<file path="config.mk">
export PLATFORM = sky130hd
export DESIGN_NAME = stepper_velocity_ramp_prescaler_unit
export DESIGN_NICKNAME = d
export VERILOG_FILES = /design/src/rtl/core/svrp_pkg.sv /design/src/rtl/core/stepper_velocity_ramp_prescaler_unit.sv /design/src/rtl/core/svrp_div.sv
export SDC_FILE = /design/constraint.sdc
export NUM_CORES = 2
export LEC_CHECK = 0
export ABC_AREA = 0
export BUFFER_PORTS_ARGS = -buffer_cell sky130_fd_sc_hd__buf_2
export CAP_MARGIN = 20
export CORE_MARGIN = 2
export CORE_UTILIZATION = 64
export CTS_CLUSTER_SIZE = 24
export DETAILED_ROUTE_END_ITERATION = 8
export GPL_TIMING_DRIVEN = 0
export HOLD_SLACK_MARGIN = 0.02
export PLACE_DENSITY = 0.94
export SLEW_MARGIN = 40
export SYNTH_ARGS = -nofsm -noshare
export SYNTH_HDL_FRONTEND = slang
export SYNTH_SLANG_ARGS = --single-unit
</file>
<file path="constraint.sdc">
create_clock -name i_clk -period 11.5 [get_ports i_clk]
set_clock_uncertainty 0.05 [all_clocks]
set_input_delay 0.575 -clock i_clk [delete_from_list [all_inputs] [get_ports i_clk]]
set_output_delay 0.575 -clock i_clk [all_outputs]
set_load 0.005 [all_outputs]
</file>
<file path="src/rtl/core/svrp_pkg.sv">
`default_nettype none

package svrp_pkg;

    // Field and register widths.
    localparam int VEL_BITS = 24;
    localparam int ACC_W    = 20;
    localparam int CLK_W    = 24;
    localparam int PRE_W    = 16;
    localparam int TGT_W    = 24;
    localparam int IDX_W    = 2;
    localparam int CFG_W    = 24;

    // Working width for ramp arithmetic: covers velocity, target and step with headroom.
    localparam int RW0      = (VEL_BITS > ACC_W) ? VEL_BITS : ACC_W;
    localparam int RW1      = (RW0 > TGT_W) ? RW0 : TGT_W;
    localparam int RW       = RW1 + 2;

    // Speed is the velocity magnitude, which fits VEL_BITS unsigned bits.
    localparam int SPD_W    = VEL_BITS;
    localparam int PROD_W   = SPD_W + 1 + PRE_W;

    // Register indexes on the configuration port.
    localparam logic [IDX_W-1:0] REG_ACCEL = 2'd0;
    localparam logic [IDX_W-1:0] REG_CLOCK = 2'd1;
    localparam logic [IDX_W-1:0] REG_FLOOR = 2'd2;
    localparam logic [IDX_W-1:0] REG_CEIL  = 2'd3;

    // Reset values.
    localparam logic [ACC_W-1:0] ACCEL_RST = ACC_W'(1000);
    localparam logic [CLK_W-1:0] CLOCK_RST = CLK_W'(1000000);
    localparam logic [PRE_W-1:0] FLOOR_RST = PRE_W'(1);
    localparam logic [PRE_W-1:0] CEIL_RST  = PRE_W'(65535);

    // Saturate a wide signed value into the signed velocity range.
    function automatic logic signed [VEL_BITS-1:0] vel_sat(input logic signed [RW-1:0] x);
        logic signed [RW-1:0] hi;
        logic signed [RW-1:0] lo;
        logic signed [VEL_BITS-1:0] res;
        hi = signed'(RW'({1'b0, {(VEL_BITS-1){1'b1}}}));
        lo = -hi - RW'(1);
        if (x > hi) begin
            res = hi[VEL_BITS-1:0];
        end else if (x < lo) begin
            res = lo[VEL_BITS-1:0];
        end else begin
            res = x[VEL_BITS-1:0];
        end
        return res;
    endfunction

    // One ramp step of v toward t, limited to a.
    function automatic logic signed [VEL_BITS-1:0] ramp_step(
        input logic signed [VEL_BITS-1:0] v,
        input logic signed [VEL_BITS-1:0] t,
        input logic [ACC_W-1:0]           a
    );
        logic signed [RW-1:0] vx;
        logic signed [RW-1:0] tx;
        logic signed [RW-1:0] ax;
        logic signed [RW-1:0] err;
        logic signed [VEL_BITS-1:0] res;
        vx  = RW'(v);
        tx  = RW'(t);
        ax  = signed'(RW'(a));
        err = tx - vx;
        if (err > ax) begin
            res = vel_sat(vx + ax);
        end else if (err < -ax) begin
            res = vel_sat(vx - ax);
        end else begin
            res = t;
        end
        return res;
    endfunction

endpackage

`default_nettype wire

</file>
<file path="src/rtl/core/stepper_velocity_ramp_prescaler_unit.sv">
`default_nettype none

// Channel   Handshake                  Payload
// input     i_in_valid / o_in_ready    i_run_enable, i_target_velocity
// output    o_out_valid / i_out_ready  o_drive_enable, o_step_direction,
//                                      o_timer_prescale, o_present_velocity
// config    i_cfg_we (no wait)         i_cfg_addr, i_cfg_wdata
//
// An enabled item goes through two ramp steps, two passes through the shared multiplier for the
// range checks, and the divide state, where the bit-serial divider forms the prescaler. When a
// limit sets the prescaler the divider is skipped. A disabled item skips all of these and goes
// straight to the final state.
// Reset is synchronous and restores the register defaults and the held state.
// A finished result waits in the output register; the next item is taken meanwhile,
// and its result waits in the final state until the output register is free.
module stepper_velocity_ramp_prescaler_unit import svrp_pkg::*; (
    input  wire logic                       i_clk,
    input  wire logic                       i_rst_n,
    input  wire logic                       i_in_valid,
    output logic                            o_in_ready,
    input  wire logic                       i_run_enable,
    input  wire logic signed [TGT_W-1:0]    i_target_velocity,
    output logic                            o_out_valid,
    input  wire logic                       i_out_ready,
    output logic                            o_drive_enable,
    output logic                            o_step_direction,
    output logic [PRE_W-1:0]                o_timer_prescale,
    output logic signed [TGT_W-1:0]         o_present_velocity,
    input  wire logic                       i_cfg_we,
    input  wire logic [IDX_W-1:0]           i_cfg_addr,
    input  wire logic [CFG_W-1:0]           i_cfg_wdata
);

    localparam logic [3:0] S_IDLE  = 4'd0;
    localparam logic [3:0] S_RAMP1 = 4'd1;
    localparam logic [3:0] S_SIGN  = 4'd2;
    localparam logic [3:0] S_MUL1  = 4'd3;
    localparam logic [3:0] S_MUL2  = 4'd4;
    localparam logic [3:0] S_CHK   = 4'd5;
    localparam logic [3:0] S_DIV   = 4'd6;
    localparam logic [3:0] S_RAMP2 = 4'd7;
    localparam logic [3:0] S_DONE  = 4'd8;

    logic [3:0]                 r_state;
    logic [ACC_W-1:0]           r_accel;
    logic [CLK_W-1:0]           r_clock;
    logic [PRE_W-1:0]           r_floor;
    logic [PRE_W-1:0]           r_ceil;
    logic signed [VEL_BITS-1:0] r_vel;
    logic signed [VEL_BITS-1:0] r_tgt;
    logic                       r_dir;
    logic                       r_en;
    logic [PRE_W-1:0]           r_presc;
    logic [SPD_W-1:0]           r_speed;
    logic [PROD_W-1:0]          r_prod;
    logic                       r_low;
    logic                       r_out_valid;
    logic                       r_out_en;
    logic                       r_out_dir;
    logic [PRE_W-1:0]           r_out_presc;
    logic signed [TGT_W-1:0]    r_out_vel;

    logic signed [VEL_BITS-1:0] tgt_sat;
    logic [PRE_W-1:0]           fl_eff;
    logic [PRE_W-1:0]           ce_eff;
    logic [PROD_W-1:0]          clk_ext;
    logic [SPD_W:0]             mul_a;
    logic [PRE_W-1:0]           mul_b;
    logic [SPD_W-1:0]           speed_now;
    logic                       div_start;
    logic                       div_done;
    logic [CLK_W-1:0]           div_quo;
    logic signed [RW-1:0]       vel_wide;
    logic                       out_free;
    logic                       in_acc;

    assign tgt_sat  = vel_sat(RW'(i_target_velocity));
    assign fl_eff   = (r_floor == '0) ? PRE_W'(1) : r_floor;
    assign ce_eff   = (r_ceil == '0) ? PRE_W'(1) : r_ceil;
    assign clk_ext  = PROD_W'(r_clock);
    assign vel_wide = RW'(r_vel);
    assign out_free = !r_out_valid || i_out_ready;
    assign in_acc   = i_in_valid && o_in_ready;

    // Magnitude of the velocity; the most negative value maps to 2^(VEL_BITS-1).
    assign speed_now = r_vel[VEL_BITS-1] ? SPD_W'(-r_vel) : SPD_W'(r_vel);

    // Shared multiplier: (speed + 1) * ceiling first, then speed * floor.
    assign mul_a = (r_state == S_MUL1) ? ({1'b0, r_speed} + (SPD_W+1)'(1))
                                       : {1'b0, r_speed};
    assign mul_b = (r_state == S_MUL1) ? ce_eff : fl_eff;

    assign div_start = (r_state == S_CHK) && (r_speed != '0) && !r_low &&
                       !(r_prod > clk_ext);

    svrp_div u_div (
        .i_clk      (i_clk),
        .i_rst_n    (i_rst_n),
        .i_start    (div_start),
        .i_dividend (r_clock),
        .i_divisor  (r_speed),
        .o_done     (div_done),
        .o_quotient (div_quo)
    );

    always_ff @(posedge i_clk) begin
        if (!i_rst_n) begin
            r_state     <= S_IDLE;
            r_accel     <= ACCEL_RST;
            r_clock     <= CLOCK_RST;
            r_floor     <= FLOOR_RST;
            r_ceil      <= CEIL_RST;
            r_vel       <= '0;
            r_dir       <= 1'b0;
            r_en        <= 1'b0;
            r_presc     <= CEIL_RST;
            r_out_valid <= 1'b0;
        end else begin
            if (i_cfg_we) begin
                unique case (i_cfg_addr)
                    REG_ACCEL: r_accel <= i_cfg_wdata[ACC_W-1:0];
                    REG_CLOCK: r_clock <= i_cfg_wdata[CLK_W-1:0];
                    REG_FLOOR: r_floor <= i_cfg_wdata[PRE_W-1:0];
                    REG_CEIL:  r_ceil  <= i_cfg_wdata[PRE_W-1:0];
                endcase
            end

            // In the final state the output register is reloaded below instead.
            if (r_out_valid && i_out_ready && (r_state != S_DONE)) begin
                r_out_valid <= 1'b0;
            end

            unique case (r_state)
                S_IDLE: begin
                    if (i_in_valid) begin
                        r_tgt <= tgt_sat;
                        r_en  <= i_run_enable;
                        if (i_run_enable) begin
                            // Enabling a stopped drive starts the ramp from rest.
                            if (!r_en) begin
                                r_vel <= '0;
                            end
                            r_state <= S_RAMP1;
                        end else begin
                            r_state <= S_DONE;
                        end
                    end
                end
                S_RAMP1: begin
                    r_vel   <= ramp_step(r_vel, r_tgt, r_accel);
                    r_state <= S_SIGN;
                end
                S_SIGN: begin
                    r_speed <= speed_now;
                    if (r_vel != '0) begin
                        r_dir <= !r_vel[VEL_BITS-1];
                    end
                    r_state <= S_MUL1;
                end
                S_MUL1: begin
                    r_prod  <= PROD_W'(mul_a * mul_b);
                    r_state <= S_MUL2;
                end
                S_MUL2: begin
                    // speed < clock / ceiling holds exactly when (speed + 1) * ceiling <= clock.
                    r_low   <= (r_prod <= clk_ext);
                    r_prod  <= PROD_W'(mul_a * mul_b);
                    r_state <= S_CHK;
                end
                S_CHK: begin
                    if ((r_speed == '0) || r_low) begin
                        r_presc <= ce_eff;
                        r_state <= S_RAMP2;
                    end else if (r_prod > clk_ext) begin
                        // speed > clock / floor holds exactly when speed * floor > clock.
                        r_presc <= fl_eff;
                        r_state <= S_RAMP2;
                    end else begin
                        r_state <= S_DIV;
                    end
                end
                S_DIV: begin
                    if (div_done) begin
                        r_presc <= (div_quo > CLK_W'(ce_eff)) ? ce_eff : div_quo[PRE_W-1:0];
                        r_state <= S_RAMP2;
                    end
                end
                S_RAMP2: begin
                    r_vel   <= ramp_step(r_vel, r_tgt, r_accel);
                    r_state <= S_DONE;
                end
                S_DONE: begin
                    if (out_free) begin
                        r_out_valid <= 1'b1;
                        r_out_en    <= r_en;
                        r_out_dir   <= r_dir;
                        r_out_presc <= r_presc;
                        r_out_vel   <= vel_wide[TGT_W-1:0];
                        r_state     <= S_IDLE;
                    end
                end
                default: begin
                    r_state <= S_IDLE;
                end
            endcase
        end
    end

    assign o_in_ready         = (r_state == S_IDLE);
    assign o_out_valid        = r_out_valid;
    assign o_drive_enable     = r_out_en;
    assign o_step_direction   = r_out_dir;
    assign o_timer_prescale   = r_out_presc;
    assign o_present_velocity = r_out_vel;

    property p_disabled_holds;
        @(posedge i_clk) disable iff (!i_rst_n)
            (in_acc && !i_run_enable) |=>
            (r_vel == $past(r_vel) && r_presc == $past(r_presc) && r_dir == $past(r_dir));
    endproperty
    a_disabled_holds: assert property (p_disabled_holds)
        else $error("disabled item changed the held state");

    property p_presc_nonzero;
        @(posedge i_clk) disable iff (!i_rst_n) r_presc != '0;
    endproperty
    a_presc_nonzero: assert property (p_presc_nonzero)
        else $error("held prescaler is zero");

    property p_done_delivers;
        @(posedge i_clk) disable iff (!i_rst_n)
            (r_state == S_DONE && out_free) |=> (r_out_valid && r_state == S_IDLE);
    endproperty
    a_done_delivers: assert property (p_done_delivers)
        else $error("finished item not moved to the output register");

    property p_div_in_div_state;
        @(posedge i_clk) disable iff (!i_rst_n) div_done |-> (r_state == S_DIV);
    endproperty
    a_div_in_div_state: assert property (p_div_in_div_state)
        else $error("divider finished outside the divide state");

endmodule

`default_nettype wire

</file>
<file path="src/rtl/core/svrp_div.sv">
`default_nettype none

// Restoring divider, one quotient bit per cycle.
module svrp_div import svrp_pkg::*; (
    input  wire logic             i_clk,
    input  wire logic             i_rst_n,
    input  wire logic             i_start,
    input  wire logic [CLK_W-1:0] i_dividend,
    input  wire logic [SPD_W-1:0] i_divisor,
    output logic                  o_done,
    output logic [CLK_W-1:0]      o_quotient
);

    localparam int CNT_W = $clog2(CLK_W + 1);

    logic             r_busy;
    logic             r_done;
    logic [CNT_W-1:0] r_cnt;
    logic [SPD_W-1:0] r_rem;
    logic [CLK_W-1:0] r_quo;

    logic [SPD_W:0]   shifted;
    logic [SPD_W+1:0] diff;

    assign shifted = {r_rem, r_quo[CLK_W-1]};
    assign diff    = {1'b0, shifted} - {2'b00, i_divisor};

    always_ff @(posedge i_clk) begin
        if (!i_rst_n) begin
            r_busy <= 1'b0;
            r_done <= 1'b0;
            r_cnt  <= '0;
        end else begin
            r_done <= 1'b0;
            if (i_start) begin
                r_busy <= 1'b1;
                r_cnt  <= CNT_W'(CLK_W);
                r_rem  <= '0;
                r_quo  <= i_dividend;
            end else if (r_busy) begin
                // The remainder stays below the divisor, so it fits SPD_W bits.
                if (!diff[SPD_W+1]) begin
                    r_rem <= diff[SPD_W-1:0];
                    r_quo <= {r_quo[CLK_W-2:0], 1'b1};
                end else begin
                    r_rem <= shifted[SPD_W-1:0];
                    r_quo <= {r_quo[CLK_W-2:0], 1'b0};
                end
                r_cnt <= r_cnt - CNT_W'(1);
                if (r_cnt == CNT_W'(1)) begin
                    r_busy <= 1'b0;
                    r_done <= 1'b1;
                end
            end
        end
    end

    assign o_done     = r_done;
    assign o_quotient = r_quo;

    property p_no_start_while_busy;
        @(posedge i_clk) disable iff (!i_rst_n) r_busy |-> !i_start;
    endproperty
    a_no_start_while_busy: assert property (p_no_start_while_busy)
        else $error("divider restarted while busy");

    property p_done_after_busy;
        @(posedge i_clk) disable iff (!i_rst_n) r_done |-> (!r_busy && $past(r_busy));
    endproperty
    a_done_after_busy: assert property (p_done_after_busy)
        else $error("divider done without a running division");

    property p_count_bounded;
        @(posedge i_clk) disable iff (!i_rst_n) r_busy |-> (r_cnt != '0);
    endproperty
    a_count_bounded: assert property (p_count_bounded)
        else $error("divider count ran out while busy");

endmodule

`default_nettype wire
</file>
# Word level (Yosys, flattened, before mapping)

Cells that the tools add are included.

RAM bits: 0
Latch bits: 0
Memories: 0
Output and inout port bits: 44
Input port bits: 56
Word-level logic and storage cells: 148
Register bits: 310
Bits in read-only memories: 0

Div/mod/pow operators: 0
$add $sub $neg: 8
Order comparisons: 11
Eq/ne operators: 19
$mul: 1
Mux-type cells: 42
Reductions and logical operators: 40
Shift operators: 0
Bitwise operators: 2

Operators with widths:

| kind                                                         | number |
|---|---|
| 2-to-1 mux 24 bit                                            | 14 |
| 2-to-1 mux 16 bit                                            | 7 |
| > comparator 25 x 24 -> 1 bit, second input constant         | 2 |
| less-than comparator 25 x 24 -> 1 bit, second input constant | 2 |
| case mux 24 bit (2 select lines)                             | 1 |
| nonzero test 24 bit                                          | 2 |
| > comparator 41 x 24 -> 1 bit                                | 1 |
| <= comparator 41 x 24 -> 1 bit                               | 1 |
| multiplier 25 x 16 -> 41 bit                                 | 1 |
| case mux 4 bit (9 select lines)                              | 1 |
| zero test 16 bit                                             | 2 |
| case mux 16 bit (2 select lines)                             | 1 |
| less-than comparator 25 x 26 -> 1 bit                        | 1 |
| negation 20 -> 26 bit                                        | 1 |
| subtractor 25 x 24 -> 26 bit                                 | 1 |
| adder 24 x 1 -> 25 bit, second input constant                | 1 |
| adder 24 x 21 -> 25 bit                                      | 1 |
| > comparator 25 x 21 -> 1 bit                                | 1 |
| 2-to-1 mux 25 bit                                            | 1 |
| subtractor 24 x 21 -> 25 bit                                 | 1 |
| subtractor 24 x 24 -> 25 bit                                 | 1 |
| > comparator 24 x 16 -> 1 bit                                | 1 |
| > comparator 24 bit, second input constant                   | 1 |
| zero test 24 bit                                             | 1 |
| other kinds (30)                                             | 76 |

# Longest topological paths before layout

Depth after elaboration: 7
Depth in mapped cells: 32
Gate-level depth less buffers: 29

# Modules after synthesis

Synthesis repeated with hierarchy kept, for this count alone.

Cell total of the unflattened synthesis: 3780
Area total of the unflattened synthesis: 33241.9 um^2

By module, submodules not included:

| module                               | area an instance (um^2) | seq. area each (um^2) | cells each | instances |
|---|---|---|---|---|
| stepper_velocity_ramp_prescaler_unit | 29205.5                 | 6426.2                | 3357       | 1 |
| svrp_div                             | 4036.4                  | 1581.5                | 423        | 1 |

# Worst setup path before layout

No wires, ideal clock.

Kind: reg-to-reg
Start: register r_speed[5]
End: register r_prod[39] (data pin)
Setup time: 0.265 ns
Required time: 11.185 ns
Path slack: 3.442 ns
Path buffers: 3
Data arrival time: 7.743 ns
Period minus slack after synthesis: 8.058 ns
Cell stages (with the launch flop): 30
Cells stage by stage: edfxtp_1 inv_1 nor4_1 nand3_1 or2_2 clkbuf_1 or3_1 clkbuf_1 nor2_1 xnor2_1 clkbuf_1 nand2_1 fa_1 fa_1 fa_1 inv_1 fa_1 fa_1 inv_1 fa_1 inv_1 ha_1 nand2_1 or3_1 or2_2 o221ai_1 o21ai_0 o21a_1 o21ai_0 xor2_1

Word-level cells in the longest chain between the ends: 3

RTL lines:

| item                             | RTL line                                                                                 | RTL |
|---|---|---|
| start, declared                  | stepper_velocity_ramp_prescaler_unit.sv:54                                               | `logic [SPD_W-1:0] r_speed;` |
| start signal, assigned           | stepper_velocity_ramp_prescaler_unit.sv:154                                              | `r_speed <= speed_now;` |
| adder 24 x 1 -> 25 bit           | stepper_velocity_ramp_prescaler_unit.sv:89                                               | `assign mul_a = (r_state == S_MUL1) ? ({1'b0, r_speed} + (SPD_W+1)'(1))` |
| 2-to-1 mux 25 bit (*)            | stepper_velocity_ramp_prescaler_unit.sv:89                                               |  |
| multiplier 25 x 16 -> 41 bit (*) | stepper_velocity_ramp_prescaler_unit.sv:161, stepper_velocity_ramp_prescaler_unit.sv:167 |  |
| end signal, assigned             | stepper_velocity_ramp_prescaler_unit.sv:161                                              | `r_prod <= PROD_W'(mul_a * mul_b);` |
| end signal, assigned             | stepper_velocity_ramp_prescaler_unit.sv:167                                              | `r_prod <= PROD_W'(mul_a * mul_b);` |
| end, declared                    | stepper_velocity_ramp_prescaler_unit.sv:55                                               | `logic [PROD_W-1:0] r_prod;` |

Mark *: on every way between the ends. The rest lies on a longest branch, timed or not.
A chain may end at the register's enable or synchronous reset.

# Worst setup path in the final report

Start: register r_state[2]
End: register r_prod[28] (data pin)

Word-level cells in the longest chain between the ends: 3
Elaborated cells on any way between the ends: 4
Those cells by class: 1 x mul; 1 x eq/ne; 2 x mux

RTL lines:

| item                                                   | RTL line                                                                                                                            | RTL |
|---|---|---|
| start, declared                                        | stepper_velocity_ramp_prescaler_unit.sv:44                                                                                          | `logic [3:0] r_state;` |
| start signal, assigned                                 | stepper_velocity_ramp_prescaler_unit.sv:108                                                                                         | `r_state <= S_IDLE;` |
| start signal, assigned                                 | stepper_velocity_ramp_prescaler_unit.sv:143                                                                                         | `r_state <= S_RAMP1;` |
| start signal, assigned                                 | stepper_velocity_ramp_prescaler_unit.sv:145                                                                                         | `r_state <= S_DONE;` |
| == test 4 x 2 -> 1 bit (*)                             | stepper_velocity_ramp_prescaler_unit.sv:89, stepper_velocity_ramp_prescaler_unit.sv:91, stepper_velocity_ramp_prescaler_unit.sv:133 |  |
| 2-to-1 mux 25 bit or 2-to-1 mux 16 bit (tied branches) | stepper_velocity_ramp_prescaler_unit.sv:89, stepper_velocity_ramp_prescaler_unit.sv:91                                              |  |
| multiplier 25 x 16 -> 41 bit (*)                       | stepper_velocity_ramp_prescaler_unit.sv:161, stepper_velocity_ramp_prescaler_unit.sv:167                                            |  |

Marks and branches as above.

==> results.md <==
Run status
* completed — result of the run

Hold path
* 1 — Hold Path Stages
* i_target_velocity[1] — worst hold start
* input pin to register — classification of the worst-slack hold path
* r_tgt[1] — hold-critical path endpoint

Die
* 100 — number of top-level design ports
* 52500 um2 — Total Die Area
* 82 — Site Rows
* 229 um — horizontal die dimension
* 50100 um2 — floorplan core area
* 0.648 — initial standard-cell utilization of the core
* 229 um — Die Y-Extent

Clock network
* 36 — clock buffers created by TritonCTS
* built — TritonCTS clock tree
* 0.58 ns — Clk Latency, worst-skew pair
* clkbuf_16 — clk root buf
* 0 — count of hold buffers inserted by post-cts repair
* 2 — deepest level of the CTS H-tree
* 0 — number of resized instances in the post-cts repair step
* 0.06 ns — clock transition at the registers of the reported paths
* 310 — total clock sinks
* 3 — worst-case clock buffer depth
* 0 — buffer count from post-CTS setup fixing

Timing
* 0.124 ns — smallest hold slack
* 0 ns — setup TNS
* 100 MHz — Max Fclk
* 0.866 — fin crit share
* 0.909 ns — Worst-Margin Slew
* 0 — Hold Violations, Final
* 0.386 — worst slew margin relative to its limit
* 0 — number of setup violations in the final report
* false — setup repair after global routing missed its margin
* 0 — final max-slew violation count
* 9.95 ns — final critical delay including setup and external delays

Placement
* 1.06 — final weighted congestion in routability-driven placement
* 78.7 mm — hpwl dp
* 74 — input/output buffers
* 4354 — Inst Count DP

Synthesis
* 180 — Post-synth EDFFs
* 0 — Post-synth ARST share
* 85 — distinct cell type count of the synthesized netlist
* 0.0518 — XOR/XNOR Fraction of Synth Area
* 0.153 — simple-gate share of the synthesized area
* 9.00 um2 — Post-Synthesis Mean Instance Area
* 0.313 — adder-cell share of the synthesized area
* 310 — #FFs+latches synth
* 0 — total number of yosys warnings
* 32400 um2 — post-synthesis instance area
* 0.0234 — multiplexer area fraction after synthesis
* 3605 — number of standard cells after synthesis
* 0.247 — post-synthesis sequential area ratio
* 0.132 — synthesized-area fraction occupied by ao, oa, aoi and oai cells
* edfxtp_1 — most frequently used flop master after synthesis
* adder cells — combinational family with the most area after synthesis
* 4277 — Post-Synthesis Net Count

Power and ir drop
* 0.455 — combinational group share of total power
* 0.254 — share of total power in the clock network
* 0.404 — switching share of power
* 15.5 nW — leakage component of the power
* 127 uV — maximum vdd ir drop
* 130 nW/um2 — Power Dens Cells
* 2.71 mW — internal cell power
* 0.291 — sequential cell fraction of total power
* 1.84 mW — total net switching power
* 4.55 mW — post-layout total power

Worst setup path
* r_state[2] — reg-to-reg critical path startpoint
* 10.22 ns — worst path arrival time
* register — element type at the critical path start
* fa_1 — library cell appearing most often on the critical path
* 0.70 ns — delay of the slowest critical-path stage
* mux2i_1 — critical path's slowest cell
* register to register — type of the worst setup path
* register — crit end category
* 11.77 ns — Worst Path Required
* adder cells — dominant delay contributor by cell family on the critical path
* r_prod[28] — reg-to-reg endpoint
* 10 — critical path peak fanout
* 28 — depth of the most critical reg-to-reg path
* 1.55 ns — worst-case register-to-register setup slack
* 28 — number of logic stages on the critical path including buffering
* 8 — Critical path buffers and inverters

Detailed routing
* 3524 — count of routing violations after the opening detailed-route iteration
* 100 mm — overall routed net length
* 28183 — vias post-DR
* 6 — Detailed Routing Iterations Pass 1
* 6.37 — routed via count divided by cell count
* 0 — post-route ant nets
* 0 — post-detailed-route DRC marker count
* 22.6 um — average detailed-routed wire length per instance

GRT
* 0.381 — overall track demand over capacity in global routing
* 28629 — number of global-route vias before repair
* 2 — number of antenna violations at the first check in global routing
* 155 mm — wire length of the first global-routing pass
* 42 — maximum number of pins on one net before global-route repair
* 0 — sum of overflow across all layers after global routing

Finish
* 8010 um2 — Sequential cell area
* 4393 — Layout Nets
* 0.0680 — fraction of final layout cells sized beyond drive strength 1
* 8.21% — synthesis-to-layout area growth
* 4423 — non-filler cells, final
* 3619 — fillcell total
* 22100 um2 — area of the multi-input gates

Job
* 0 — max-capacitance violation count

[power groups by stage]
stage | combinational (mW) | clock, mW | sequential (mW)
after floorplan | 1.48 | 0 | 1.32
after global placement | 1.93 | 0 | 1.34
after detailed placement | 2.01 | 0 | 1.34
after CTS | 2.03 | 1.16 | 1.32
after global routing | 2.29 | 1.19 | 1.32
final | 2.07 | 1.15 | 1.32
[how the worst max path moves through the flow]
stage                     from    endpoint  slack (ns)
finish              r_state[2]  r_prod[28]        1.55
global route        r_state[2]  r_prod[38]        1.17
CTS                 r_state[2]  r_prod[39]        1.84
detailed placement  r_state[2]  r_prod[38]        1.86
global placement    r_state[2]  r_prod[38]        2.02
floorplan           r_speed[5]  r_prod[39]        3.44
[flip-flops by register name, indices dropped and copies added (netlist names), 4 cells and up]
| register | cells |
|---|---|
| o_present_velocity | 24 |
| o_timer_prescale | 16 |
| r_accel | 20 |
| r_ceil | 16 |
| r_clock | 24 |
| r_floor | 16 |
| r_presc | 16 |
| r_prod | 41 |
| r_speed | 24 |
| r_state | 4 |
| r_tgt | 24 |
| r_vel | 24 |
| u_div.o_quotient | 24 |
| u_div.r_cnt | 5 |
| u_div.r_rem | 24 |
[metal layers]
metal  GRT usage  part of all wire
met3       0.101              0.12
met5           0                 0
met4       0.272             0.085
met1       0.449              0.35
met2       0.607              0.45
[synth_stat cells, types with 33 or more instances]
| library cell | instances | share of area |
|---|---|---|
| edfxtp_1 | 180 | 0.17 |
| nor2_1 | 322 | 0.037 |
| clkbuf_1 | 136 | 0.016 |
| o21a_1 | 33 | 0.0076 |
| mux2_2 | 39 | 0.014 |
| nand4_1 | 40 | 0.0077 |
| o211ai_1 | 61 | 0.014 |
| a21o_1 | 52 | 0.012 |
| nand3_1 | 71 | 0.011 |
| inv_1 | 522 | 0.060 |
| o21ai_0 | 98 | 0.015 |
| dfxtp_1 | 130 | 0.080 |
| xor2_1 | 34 | 0.0092 |
| fa_1 | 324 | 0.20 |
| nor3_1 | 37 | 0.0057 |
| nor4_1 | 35 | 0.0068 |
| ha_1 | 292 | 0.11 |
| a21oi_1 | 131 | 0.020 |
| nand2_1 | 460 | 0.053 |
| nand2b_1 | 46 | 0.0089 |
| xnor2_1 | 158 | 0.043 |
| a21boi_0 | 52 | 0.012 |
[kinds of logic after synthesis]
kind of cell	after synthesis
compound gates	624
xor+xnor	192
fa+ha+maj	616
buf+inv	674
flops	310
mux	71
simple gates	1118
[layout by cell type (no fill, tap or decap), types with 12 or more instances in the layout]
cell,synthesis,routed
fa_1,324,324
dfxtp_1,130,130
nand2_1,460,460
a211oi_1,22,22
or2_2,12,12
nand3_1,71,71
o21ai_0,98,98
a21boi_0,52,52
mux2_2,39,39
clkbuf_1,136,147
nand4_1,40,40
nor2_1,322,321
clkbuf_16,0,38
buf_2,9,83
o31ai_1,17,17
nor3_1,37,37
xnor2_1,158,141
o22a_1,15,15
a32o_1,14,14
mux2i_1,32,22
a21o_1,52,51
nor4_1,35,34
or3_1,23,23
xnor2_2,0,16
nand2b_1,46,46
inv_1,522,522
nor2b_1,19,19
o21a_1,33,32
o211ai_1,61,61
edfxtp_1,180,180
o21bai_1,17,17
ha_1,292,292
a21oi_1,131,131
xor2_1,34,34
a31oi_1,13,13
[area by class of cell]
cell class              count  area share
multi-input cells        2621       0.629
flip-flops and latches    310       0.228
inverters                 522      0.0558
clock buffers              52      0.0294
well taps                 672      0.0240
plain buffers             152      0.0178
repair buffers             78      0.0124
clock inverters            13     0.00349
diodes                      3    0.000214
[per-stage QoR]
| step | area (um2) | utilization | setup WS (ns) |
|---|---|---|---|
| 6_report | 35100 | 0.701 | 1.55 |
| 3_5_place_dp | 33900 | 0.677 | 1.86 |
| 5_1_grt | 35100 | 0.701 | 1.17 |
| 4_1_cts | 35100 | 0.700 | 1.84 |
| 3_3_place_gp | 33600 | 0.672 | 2.02 |
| 2_1_floorplan | 32400 | - | 3.44 |
(Power assumes the default switching activity.)
